[config.mk]
export PLATFORM = sky130hd
export DESIGN_NAME = utf8_json_string_escaper_core
export DESIGN_NICKNAME = d
export VERILOG_FILES = /design/src/jse_pkg.sv /design/src/utf8_json_string_escaper_core.sv /design/src/jse_front.sv /design/src/jse_queue.sv /design/src/jse_back.sv
export SDC_FILE = /design/constraint.sdc
export NUM_CORES = 1
export LEC_CHECK = 0
export ABC_AREA = 1
export BUFFER_PORTS_ARGS = -buffer_cell sky130_fd_sc_hd__buf_2
export CAP_MARGIN = 0
export CORE_MARGIN = 1
export CORE_UTILIZATION = 40
export DETAILED_ROUTE_END_ITERATION = 7
export PLACE_DENSITY = 0.62
export REMOVE_ABC_BUFFERS = 1
export SYNTH_ARGS = -nofsm -noshare
export SYNTH_HDL_FRONTEND = slang
export SYNTH_SLANG_ARGS = --single-unit
[constraint.sdc]
create_clock -name clk_i -period 3.6 [get_ports clk_i]
set_input_delay 0.36 -clock clk_i [delete_from_list [all_inputs] [get_ports clk_i]]
set_output_delay 0.36 -clock clk_i [all_outputs]
set_load 0.005 [all_outputs]
[src/jse_pkg.sv]
package jse_pkg;

  localparam int unsigned QueueDepthDefault = 4;

  localparam logic [7:0] CharQuote  = 8'h22;
  localparam logic [7:0] CharBslash = 8'h5c;
  localparam logic [7:0] CharLowerU = 8'h75;
  localparam logic [7:0] CharLowerN = 8'h6e;
  localparam logic [7:0] CharLowerT = 8'h74;
  localparam logic [7:0] CharLowerR = 8'h72;
  localparam logic [7:0] CharNul    = 8'h00;

  localparam logic [20:0] ValBslash = 21'h00005c;
  localparam logic [20:0] ValQuote  = 21'h000022;
  localparam logic [20:0] ValLf     = 21'h00000a;
  localparam logic [20:0] ValTab    = 21'h000009;
  localparam logic [20:0] ValCr     = 21'h00000d;
  localparam logic [20:0] ValRawLo  = 21'h000020;
  localparam logic [20:0] ValRawHi  = 21'h00007f;
  localparam logic [20:0] Val4Max   = 21'h00ffff;
  localparam logic [20:0] Val5Max   = 21'h0fffff;

  localparam logic CmdByte = 1'b0;
  localparam logic CmdEnd  = 1'b1;

  typedef struct packed {
    logic       command;
    logic [7:0] data_byte;
  } in_item_t;

  typedef struct packed {
    logic [7:0] out_char;
    logic       last;
    logic       error;
  } out_item_t;

  // what the back end has to emit for one accepted item
  typedef enum logic [2:0] {
    KIND_NONE  = 3'd0,
    KIND_RAW   = 3'd1,
    KIND_ESC   = 3'd2,
    KIND_HEX   = 3'd3,
    KIND_CLOSE = 3'd4,
    KIND_ERR   = 3'd5
  } kind_e;

  typedef struct packed {
    logic        open_quote;
    kind_e       kind;
    logic [7:0]  chr;
    logic [2:0]  nd;
    logic [20:0] value;
  } action_t;

  typedef struct packed {
    kind_e      kind;
    logic [7:0] chr;
    logic [2:0] nd;
  } val_class_t;

  function automatic val_class_t classify(logic [20:0] v);
    val_class_t c;
    c.kind = KIND_HEX;
    c.chr  = v[7:0];
    c.nd   = 3'd4;
    if (v > Val4Max) c.nd = 3'd5;
    if (v > Val5Max) c.nd = 3'd6;
    if (v == ValBslash) begin
      c.kind = KIND_ESC;
      c.chr  = CharBslash;
    end else if (v == ValQuote) begin
      c.kind = KIND_ESC;
      c.chr  = CharQuote;
    end else if (v == ValLf) begin
      c.kind = KIND_ESC;
      c.chr  = CharLowerN;
    end else if (v == ValTab) begin
      c.kind = KIND_ESC;
      c.chr  = CharLowerT;
    end else if (v == ValCr) begin
      c.kind = KIND_ESC;
      c.chr  = CharLowerR;
    end else if (v >= ValRawLo && v <= ValRawHi) begin
      c.kind = KIND_RAW;
    end
    return c;
  endfunction

  function automatic logic [7:0] hex_char(logic [3:0] n);
    logic [7:0] r;
    if (n < 4'd10) r = 8'h30 + {4'h0, n};
    else r = 8'h57 + {4'h0, n};
    return r;
  endfunction

endpackage

[src/utf8_json_string_escaper_core.sv]
// Turns a byte stream into a quoted JSON string literal, one output character per transfer.
// UTF-8 is decoded in the front end, which takes one byte per cycle and stalls only when the
// action queue (QueueDepth entries) is full; the back end sequencer sends one character per
// cycle through a registered output while not stalled. A byte that maps to one character thus
// sustains one byte per cycle; one mapping to k characters (2 for short escapes, up to 8 for \u
// forms, plus one for the opening quote) holds the output until all k are sent. Lead bytes of
// multibyte sequences give no transfer but an opening quote, bytes dropped after an error none.
// Actions pass through the queue, then the output register. Malformed input gives one error
// transfer with last set and out_char zero, then bytes are dropped until the end command.
module utf8_json_string_escaper_core #(
  parameter int unsigned QueueDepth = jse_pkg::QueueDepthDefault
) (
  input  logic               clk_i,
  input  logic               rst_ni,
  input  logic               in_valid_i,
  output logic               in_stall_o,
  input  jse_pkg::in_item_t  in_data_i,
  output logic               out_valid_o,
  input  logic               out_stall_i,
  output jse_pkg::out_item_t res_item_o
);

  logic             push, full, pop, head_valid;
  jse_pkg::action_t push_data, head_data;

  jse_front u_front (
    .clk_i       (clk_i),
    .rst_ni      (rst_ni),
    .in_valid_i  (in_valid_i),
    .in_stall_o  (in_stall_o),
    .in_data_i   (in_data_i),
    .q_full_i    (full),
    .push_o      (push),
    .push_data_o (push_data)
  );

  jse_queue #(
    .Depth (QueueDepth)
  ) u_queue (
    .clk_i        (clk_i),
    .rst_ni       (rst_ni),
    .push_i       (push),
    .push_data_i  (push_data),
    .full_o       (full),
    .pop_i        (pop),
    .head_valid_o (head_valid),
    .head_data_o  (head_data)
  );

  jse_back u_back (
    .clk_i        (clk_i),
    .rst_ni       (rst_ni),
    .head_valid_i (head_valid),
    .head_data_i  (head_data),
    .pop_o        (pop),
    .out_valid_o  (out_valid_o),
    .out_stall_i  (out_stall_i),
    .res_item_o   (res_item_o)
  );

endmodule

[src/jse_front.sv]
module jse_front (
  input  logic               clk_i,
  input  logic               rst_ni,
  input  logic               in_valid_i,
  output logic               in_stall_o,
  input  jse_pkg::in_item_t  in_data_i,
  input  logic               q_full_i,
  output logic               push_o,
  output jse_pkg::action_t   push_data_o
);

  typedef enum logic [2:0] {
    PH_IDLE    = 3'b001,
    PH_STRING  = 3'b010,
    PH_DISCARD = 3'b100
  } phase_e;

  phase_e      phase_q, phase_d;
  logic [1:0]  pend_q, pend_d;
  logic [20:0] cp_q, cp_d;
  logic        accept;

  assign in_stall_o = q_full_i;
  assign accept     = in_valid_i && !q_full_i;

  always_comb begin
    jse_pkg::action_t   act;
    jse_pkg::val_class_t vc;
    logic [20:0]        cp_n;
    logic [20:0]        val;
    logic               has_val;
    logic [7:0]         b;
    b          = in_data_i.data_byte;
    act        = '0;
    act.kind   = jse_pkg::KIND_NONE;
    val        = '0;
    has_val    = 1'b0;
    cp_n       = {cp_q[14:0], b[5:0]};
    phase_d    = phase_q;
    pend_d     = pend_q;
    cp_d       = cp_q;

    if (in_data_i.command == jse_pkg::CmdEnd) begin
      if (phase_q != PH_DISCARD) begin
        act.open_quote = (phase_q == PH_IDLE);
        act.kind = (pend_q != 2'd0) ? jse_pkg::KIND_ERR : jse_pkg::KIND_CLOSE;
      end
      phase_d = PH_IDLE;
      pend_d  = 2'd0;
      cp_d    = '0;
    end else if (phase_q != PH_DISCARD) begin
      if (phase_q == PH_IDLE) begin
        act.open_quote = 1'b1;
        phase_d = PH_STRING;
      end
      if (pend_q != 2'd0) begin
        if (b[7:6] != 2'b10) begin
          act.kind = jse_pkg::KIND_ERR;
          phase_d  = PH_DISCARD;
          pend_d   = 2'd0;
          cp_d     = '0;
        end else begin
          pend_d = pend_q - 2'd1;
          if (pend_q == 2'd1) begin
            has_val = 1'b1;
            val     = cp_n;
            cp_d    = '0;
          end else begin
            cp_d = cp_n;
          end
        end
      end else if (!b[7]) begin
        has_val = 1'b1;
        val     = {13'h0, b};
      end else if (!b[6]) begin
        // stray continuation byte taken as its low seven bits
        has_val = 1'b1;
        val     = {14'h0, b[6:0]};
      end else if (!b[5]) begin
        cp_d   = {16'h0, b[4:0]};
        pend_d = 2'd1;
      end else if (!b[4]) begin
        cp_d   = {17'h0, b[3:0]};
        pend_d = 2'd2;
      end else if (!b[3]) begin
        cp_d   = {18'h0, b[2:0]};
        pend_d = 2'd3;
      end else begin
        act.kind = jse_pkg::KIND_ERR;
        phase_d  = PH_DISCARD;
        pend_d   = 2'd0;
        cp_d     = '0;
      end
    end

    if (has_val) begin
      vc        = jse_pkg::classify(val);
      act.kind  = vc.kind;
      act.chr   = vc.chr;
      act.nd    = vc.nd;
      act.value = val;
    end else begin
      vc = '0;
    end

    push_data_o = act;
    push_o = accept && (act.open_quote || act.kind != jse_pkg::KIND_NONE);
  end

  always_ff @(posedge clk_i or negedge rst_ni) begin
    if (!rst_ni) begin
      phase_q <= PH_IDLE;
      pend_q  <= 2'd0;
      cp_q    <= '0;
    end else if (accept) begin
      phase_q <= phase_d;
      pend_q  <= pend_d;
      cp_q    <= cp_d;
    end
  end

endmodule

[src/jse_queue.sv]
module jse_queue #(
  parameter int unsigned Depth = jse_pkg::QueueDepthDefault
) (
  input  logic             clk_i,
  input  logic             rst_ni,
  input  logic             push_i,
  input  jse_pkg::action_t push_data_i,
  output logic             full_o,
  input  logic             pop_i,
  output logic             head_valid_o,
  output jse_pkg::action_t head_data_o
);

  localparam int unsigned PtrW = (Depth > 1) ? $clog2(Depth) : 1;
  localparam int unsigned CntW = $clog2(Depth + 1);

  jse_pkg::action_t mem_q [Depth];
  logic [PtrW-1:0]  wr_q, rd_q;
  logic [CntW-1:0]  cnt_q;

  assign full_o       = (cnt_q == CntW'(Depth));
  assign head_valid_o = (cnt_q != '0);
  assign head_data_o  = mem_q[rd_q];

  always_ff @(posedge clk_i) begin
    if (push_i) mem_q[wr_q] <= push_data_i;
  end

  always_ff @(posedge clk_i or negedge rst_ni) begin
    if (!rst_ni) begin
      wr_q  <= '0;
      rd_q  <= '0;
      cnt_q <= '0;
    end else begin
      if (push_i) wr_q <= (wr_q == PtrW'(Depth - 1)) ? '0 : wr_q + 1'b1;
      if (pop_i) rd_q <= (rd_q == PtrW'(Depth - 1)) ? '0 : rd_q + 1'b1;
      cnt_q <= cnt_q + CntW'(push_i) - CntW'(pop_i);
    end
  end

endmodule

[src/jse_back.sv]
module jse_back (
  input  logic               clk_i,
  input  logic               rst_ni,
  input  logic               head_valid_i,
  input  jse_pkg::action_t   head_data_i,
  output logic               pop_o,
  output logic               out_valid_o,
  input  logic               out_stall_i,
  output jse_pkg::out_item_t res_item_o
);

  logic [3:0]         step_q;
  logic               out_valid_q;
  jse_pkg::out_item_t out_q;
  jse_pkg::out_item_t nxt;
  logic               load;
  logic               final_step;

  assign out_valid_o = out_valid_q;
  assign res_item_o  = out_q;
  assign load        = head_valid_i && (!out_valid_q || !out_stall_i);
  assign pop_o       = load && final_step;

  always_comb begin
    logic [3:0] tail_len;
    logic [3:0] len;
    logic [3:0] j;
    logic [2:0] di;
    logic [3:0] nib;
    jse_pkg::action_t a;
    a = head_data_i;
    case (a.kind)
      jse_pkg::KIND_RAW:   tail_len = 4'd1;
      jse_pkg::KIND_ESC:   tail_len = 4'd2;
      jse_pkg::KIND_HEX:   tail_len = 4'd2 + {1'b0, a.nd};
      jse_pkg::KIND_CLOSE: tail_len = 4'd1;
      jse_pkg::KIND_ERR:   tail_len = 4'd1;
      default:             tail_len = 4'd0;
    endcase
    len        = {3'b000, a.open_quote} + tail_len;
    final_step = (step_q == len - 4'd1);
    j          = step_q - {3'b000, a.open_quote};
    // hex digits go out most significant first
    di         = 3'({1'b0, a.nd} + 4'd1 - j);
    case (di)
      3'd0:    nib = a.value[3:0];
      3'd1:    nib = a.value[7:4];
      3'd2:    nib = a.value[11:8];
      3'd3:    nib = a.value[15:12];
      3'd4:    nib = a.value[19:16];
      3'd5:    nib = {3'b000, a.value[20]};
      default: nib = 4'h0;
    endcase

    nxt.out_char = jse_pkg::CharQuote;
    nxt.last     = 1'b0;
    nxt.error    = 1'b0;
    if (!(a.open_quote && step_q == 4'd0)) begin
      case (a.kind)
        jse_pkg::KIND_RAW: nxt.out_char = a.chr;
        jse_pkg::KIND_ESC: nxt.out_char = (j == 4'd0) ? jse_pkg::CharBslash : a.chr;
        jse_pkg::KIND_HEX: begin
          if (j == 4'd0) nxt.out_char = jse_pkg::CharBslash;
          else if (j == 4'd1) nxt.out_char = jse_pkg::CharLowerU;
          else nxt.out_char = jse_pkg::hex_char(nib);
        end
        jse_pkg::KIND_CLOSE: begin
          nxt.out_char = jse_pkg::CharQuote;
          nxt.last     = 1'b1;
        end
        jse_pkg::KIND_ERR: begin
          nxt.out_char = jse_pkg::CharNul;
          nxt.last     = 1'b1;
          nxt.error    = 1'b1;
        end
        default: nxt.out_char = jse_pkg::CharNul;
      endcase
    end
  end

  always_ff @(posedge clk_i) begin
    if (load) out_q <= nxt;
  end

  always_ff @(posedge clk_i or negedge rst_ni) begin
    if (!rst_ni) begin
      out_valid_q <= 1'b0;
      step_q      <= 4'd0;
    end else begin
      if (load) begin
        out_valid_q <= 1'b1;
        step_q      <= final_step ? 4'd0 : step_q + 4'd1;
      end else if (!out_stall_i) begin
        out_valid_q <= 1'b0;
      end
    end
  end

endmodule
Word-level counts from Yosys, hierarchy flattened
Memories as Yosys holds them, arrays and structs flattened.
Cells that the tools add are included.
Widths: inputs -> output; s select.
- memories kept: 1
- word-level logic and storage cells: 161
- memory bits (writable): 144
- bits of input ports: 13
- output and inout port bits: 12
- flip-flop bits (word level): 42
- muxes and demuxes: 81
- reductions and logical operators: 24
- equal/unequal tests: 25
- order comparisons: 5
- $add $sub $neg: 14
- memory list (memory ; words ; bits a word ; rd ports ; clocked after Yosys merged registers in ; write ports ; line ; RTL):
    u_queue.mem_q ; 4 ; 36 ; 1 ; 0 ; 1 ; jse_queue.sv:17 ; jse_pkg::action_t mem_q [Depth];
- operators by type and width (cell ; number):
    $mux 15 ; 9
    $mux 21 ; 6
    $eq 21x4->1 const B ; 3
    $mux 3 ; 19
    $mux 11 ; 4
    $mux 8 ; 5
    $mux 35 ; 1
    $pmux 8 s4 ; 1
    $mux 2 ; 13
    $pmux 4 s6 ; 1
    $eq 21x6->1 const B ; 1
    $eq 21x7->1 const B ; 1
    $ge 21x6->1 const B ; 1
    $gt 21x16->1 const B ; 1
    $gt 21x20->1 const B ; 1
    $le 21x7->1 const B ; 1
    $mux 1 ; 16
    $mux 4 ; 4
    $eq 3x3->1 const B ; 5
    $eq 3x2->1 const B ; 4
    $pmux 4 s3 ; 1
    $reduce_bool 3->1 ; 4
    $eq 3x1->1 const B ; 3
    $add 7x4->8 const A ; 1
    other kinds (31) ; 43

Logic depth before layout (Yosys ltp)
- depth in word-level cells: 20
- gate-level depth with buffers: 33
- gate-level depth less buffers: 30

Hierarchy
A second synthesis with hierarchy kept.
- cell total of the unflattened synthesis: 1096
- area total of the unflattened synthesis: 9874.5 µm²
- by module, submodules not included (module ; area each (µm²) ; times used ; cells each ; sequential area each (µm²)):
    jse_queue ; 6507.5 ; 1 ; 614 ; 4499.3
    jse_front ; 1809.2 ; 1 ; 290 ; 501.7
    jse_back ; 1557.7 ; 1 ; 192 ; 425.4

Least setup slack after synthesis
Ideal clock, no wire load.
- path type: register -> register
- from: register u_queue.rd_q[0]
- to: register u_queue.cnt_q[2]
- data required time: 3.471 ns
- stages on the path, launching flop included: 23
- setup time: 0.129 ns
- clock period less this slack: 3.909 ns
- slack: -0.309 ns
- arrival time: 3.780 ns
- buffers on the path: 4
- path through: dfrtp_1 inv_2 buf_2 buf_2 buf_2 clkbuf_1 nor2_1 o22ai_1 o21ai_0 ha_1 ha_1 xnor2_1 xor2_1 nor3_4 nand3_2 inv_1 ha_1 inv_1 ha_1 inv_1 fa_1 xnor2_1 xor2_1
- longest elaborated chain between the ends: 9
- elaborated cells on any way between the ends: 14
- those cells by class: add/sub: 4; eq/ne: 6; mux: 1; reduce/logical: 2; memory: 1
- RTL lines (item ; line ; RTL):
    start, declared ; jse_queue.sv:18 ; logic [PtrW-1:0] wr_q, rd_q;
    start signal, assigned ; jse_queue.sv:36 ; if (pop_i) rd_q <= (rd_q == PtrW'(Depth - 1)) ? '0 : rd_q + 1'b1;
    $mem_v2 4x36 * ; -- ;
    branches (longest 3 deep; another with $add 2x3->4) ; -- ;
    $add 1x4->4 * ; jse_back.sv:40 ; len = {3'b000, a.open_quote} + tail_len;
    $sub 4x1->4 * ; jse_back.sv:41 ; final_step = (step_q == len - 4'd1);
    $eq 4x4->1 * ; jse_back.sv:41 ;
    $logic_and 1x1->1 * ; jse_back.sv:22 ; assign pop_o = load && final_step;
    via pop ; utf8_json_string_escaper_core.sv:23 ; logic push, full, pop, head_valid;
    $sub 3x1->3 * ; jse_queue.sv:37 ; cnt_q <= cnt_q + CntW'(push_i) - CntW'(pop_i);
    end signal, assigned ; jse_queue.sv:37 ;
    end, declared ; jse_queue.sv:19 ; logic [CntW-1:0] cnt_q;
Mark *: on every way through the listed nets, which the timed path passes.
A chain may end at the register's enable or synchronous reset.

Worst setup path in the final report
- from: register u_queue.rd_q[0]
- to: register u_back.out_q (netlist bit u_back.res_item_o[4]), data pin
- longest elaborated chain between the ends: 10
- elaborated cells on any way between the ends: 26
- those cells by class: add/sub: 5; order compare: 1; eq/ne: 10; mux: 6; reduce/logical: 3; memory: 1
- RTL lines (item ; line ; RTL):
    $mem_v2 4x36 * ; -- ;
    $sub 4x1->4 or $add 3x1->3 (tied branches) ; jse_back.sv:42, jse_back.sv:44 ;
    $sub 3x3->3 ; jse_back.sv:44 ; di = 3'({1'b0, a.nd} + 4'd1 - j);
    $eq 3x3->1 (tied with other cells) ; jse_back.sv:45 ; case (di)
    $pmux 4 s6 ; jse_back.sv:45 ;
    $add 7x4->8 (tied with other cells) ; jse_pkg.sv:92 ; else r = 8'h57 + {4'h0, n};
    $mux 8 ; jse_pkg.sv:91 ; if (n < 4'd10) r = 8'h30 + {4'h0, n};
    $mux 8 ; jse_back.sv:64 ; else if (j == 4'd1) nxt.out_char = jse_pkg::CharLowerU;
    $mux 8 ; jse_back.sv:63 ; if (j == 4'd0) nxt.out_char = jse_pkg::CharBslash;
    $pmux 8 s4 ; jse_back.sv:59 ; case (a.kind)
    end signal, assigned ; jse_back.sv:82 ; if (load) out_q <= nxt;
    end, declared ; jse_back.sv:14 ; jse_pkg::out_item_t out_q;
Mark *: on every way between the ends. The rest lies on a longest branch, timed or not.

==> impl_summary.md <==
Clock tree
The CTS buffer count is 17. TritonCTS built the clock tree. The sink count of the clock tree is 186. In this run the number of H-tree levels came out at 4. At the later pin of the worst-skew pair, clock insertion delay measures 0.44 ns. The clock passes through at most 2 buffers. After clock tree synthesis, the clock-pin slew on the worst setup and hold paths is 0.07 ns. The cell sitting at the root of the clock tree is a clkbuf_16.

Cells and area
Relative to the synthesized area, the layout overhead comes to 19.9%. Of the cells placed in the final design, the portion with a size suffix greater than 1 is 0.208. After the last flow step, the layout net total stands at 975. 0 antenna diodes ended up in the layout.

Counting the fill cells in the layout gives 1957. The post-route cell area is 0.0107 mm^2.

Global route
For this run the aggregate overflow at the end of global routing stands at 0. Entering global routing, the biggest net connects 43 pins. The aggregate global-route resource usage is 0.188. The first global-routing pass estimated 32.0 mm of wire. The via count of the first global-routing pass is 6010. The initial antenna violation count is 0.

Synthesis
The post-synthesis instance area is 0.00888 mm^2. The post-synthesis average cell area is 10.2 um^2. Yosys attributes the largest share of cell area to edfxtp_1 (52%), dfrtp_1 (8.7%), nand2_1 (5.3%). The count of mapped cells out of synthesis is 870. The most used flip-flop cell after synthesis is edfxtp_1. During synthesis, Yosys emitted a total of 0 warnings.

The count of different cell masters after synthesis is 50. The fraction of registers with async set or reset after synthesis is 0.172. In this run, synthesis produced a sequential element count of 186. The share of the synthesized area in the top cell type is 0.521. The number of synthesized flops with an enable pin is 154. Summed over all instances, the cell type with the most area after synthesis is edfxtp_1. The share of the Yosys chip area taken by registers is 0.611.

STA
The worst setup slack after layout is 0.0450 ns. The timing-limited maximum frequency is 281 MHz. The worst max-slew margin expressed relative to the limit is 0.505.

The worst hold margin is -0.0140 ns. Setup violations remaining at the end of the flow were counted as 0. The actual slew at the worst max-slew pin is 0.743 ns.

The number of max-slew violations in the final report was 0. The maximum clock skew at final layout is 0.0108 ns. The final count of hold timing violations came to 27. Setup repair after global routing could not meet its margin everywhere. Subtracting the final worst setup slack from the clock period gives 3.55 ns. The final period utilization is 0.987.

Power and ir drop
The peak ir drop on the vdd network is 0.000613 V. The internal power of the cells totals 0.00669 W. The net load switching power is 0.00475 W. The switching share of total power is 0.415. The share of total power dissipated in sequential elements is 0.288. The power density over the cells is 1070 mW/mm^2. The share of total power dissipated in the clock network is 0.172. The leakage power of the design is 4.35 nW. Of the total power, combinational logic draws 0.540.

Critical path
STA classifies the critical path startpoint as a flop. The peak fanout along the critical path is 7. The critical path is of the reg2reg type. The most critical setup path has its startpoint at u_queue.rd_q[0].

The delay of the slowest critical-path stage is 0.45 ns. The element type at the critical path end is a flop. For the worst setup path, the data arrival time is 3.73 ns.

In this run the critical register-to-register path is launched from u_queue.rd_q[0]. STA puts the critical path data required time at 3.78 ns. On the critical path, the stage with the largest delay is an instance of dfrtp_2. The cell repeated most along the worst path is inv_2.

Floorplanning
The die covers 0.0228 mm^2. The die width is 151 um. The floorplan step defined a core boundary enclosing 0.0218 mm^2. Measured along the y axis, the die boundary spans 151 um. The row count is 54. The I/O pin count is 25. The initial utilization of the core area, before any placement, comes to 0.407.

Placed design
The total half-perimeter wirelength after legalization and detailed placement is 13.5 mm. OpenSTA, run right after detailed placement, puts the worst setup slack at -0.115 ns. The congestion estimate from routability-driven global placement came to 0.829. Summing all placed instances gives a cell area of 0.00967 mm^2.

The number of buffers inserted by port buffering is 24.

Route
The iteration count of the initial detailed-routing pass is 7. The final layout contains routed wiring with a total length of 20.2 mm. The via density per instance is 5.11. Once detail routing completed, the nets flagged for antenna violations numbered 0. The final routed DRC violation total is 1. After detailed routing, the average wire length per cell comes to 16.4 um.

The first-iteration detailed-routing DRC count is 549. The detailed-route via count is 6308.

Worst hold path
In this run the worst hold path is classified as in2async.

Run status
The checks that failed: design-rule violations, negative hold slack. The flow ran to the end, but the final reports show violations.

Flow run
The number of max-cap violations is 0.
==> worst max-delay path, delay by kind of cell, from the launching register on <==
kind,cells,cell delay (ns)
and+or+nand+nor,16,1.31
adders and majority gates,5,1.03
buffers and inverters,7,0.46
DFF,1,0.45
AOI/OAI and AO/OA,1,0.06
==> synth_stat cells (all sizes together), types with 3 or more instances <==
cell type,n
xnor2,4
nand2,138
inv,101
buf,20
nand3b,3
or2,3
nor3,7
a32o,4
a21oi,38
dfrtp,31
a32oi,4
o21ai,70
xor2,6
nand4,16
o22ai,24
nor2,119
clkbuf,10
nand3,79
edfxtp,154
ha,20
==> final timing paths <==
kind | endpoint | slack (ns) | depth (start not counted)
worst max-delay path | u_back.res_item_o[4] | 0.05 | 29
worst min register to register | u_back.out_valid_o | 0.50 | 2
max in group asynchronous | u_queue.rd_q[0] | 3.10 | 1
worst min-delay path | u_queue.cnt_q[1] | -0.01 | 1
min in group clk_i | u_back.out_valid_o | 0.15 | 3
worst max register to register | u_back.res_item_o[4] | 0.05 | 29
==> power by group through the flow <==
stage                     registers (W)  clock network (W)  logic [W]
after CTS                       0.00328            0.00199    0.00553
after floorplan                 0.00338                  0    0.00343
after global routing            0.00335            0.00209    0.00693
after detailed placement        0.00333                  0    0.00539
final                           0.00329            0.00197    0.00618
after global placement          0.00332                  0    0.00532
==> kinds of logic after synthesis <==
kind of cell / Yosys count / share of synthesized area
simple gates: 369 / 0.189
compound gates: 150 / 0.0972
xor+xnor: 10 / 0.00986
fa+ha+maj: 21 / 0.0304
flops: 186 / 0.611
mux: 1 / 0.00127
buf+inv: 133 / 0.0613
==> metrics by stage <==
| stage | utilization | TNS [ns] | cells | total power (W) | hold slack [ns] |
|---|---|---|---|---|---|
| after floorplan | - | -24.05 | 840 | 0.00680 | 0.0644 |
| after global placement | 0.443 | -0.144 | 1192 | 0.00864 | 0.474 |
| after detailed placement | 0.443 | -0.525 | 1192 | 0.00871 | 0.478 |
| after CTS | 0.474 | -0.00122 | 1229 | 0.0108 | 0.0102 |
| after global routing | 0.488 | -0.966 | 1234 | 0.0124 | 0.0535 |
| final | 0.488 | 0 | 1234 | 0.0114 | -0.0140 |
==> layout by cell type (no fill, tap or decap), types with 24 or more instances in the layout <==
master / instances
dfrtp_1: 30
edfxtp_1: 154
nand2_1: 117
o21ai_0: 67
a21oi_1: 34
nor2_1: 104
nand3_1: 72
buf_2: 24
buf_4: 47
o22ai_1: 24
inv_1: 86
==> routing by layer <==
layer,track usage,share of wire
met1,0.258,0.47
met2,0.301,0.48
met3,0.0343,0.041
met4,0.0620,0.016
met5,0,0
==> what timing repair did <==
action                     in CTS  in global routing
cloned                          1                  0
hold buffers                    0                  0
resized for setup               6                 60
buffers inserted                4                  5
setup endpoints to repair       6                  8
pin swaps                       5                 31
==> final cells by class <==
class | instances | area (um^2) | area share
well taps | 280 | 350 | 0.0329
multi-input cells | 552 | 3210 | 0.302
inverters | 103 | 394 | 0.0370
clock buffers | 18 | 429 | 0.0403
clock inverters | 14 | 191 | 0.0180
flip-flops and latches | 186 | 5430 | 0.510
repair buffers | 81 | 647 | 0.0607
==> state kept, by name, summed over array words and instances (netlist names) <==
| name | cells |
|---|---|
| u_queue.mem_q | 144 |
| u_front.cp_q | 15 |
| u_back.res_item_o | 10 |
| u_back.step_q | 4 |
| u_front.phase_q | 3 |
| u_queue.cnt_q | 3 |
| u_front.pend_q | 2 |
| u_queue.rd_q | 2 |
| u_queue.wr_q | 2 |
| u_back.out_valid_o | 1 |
Power figures use the tool's default switching activity.
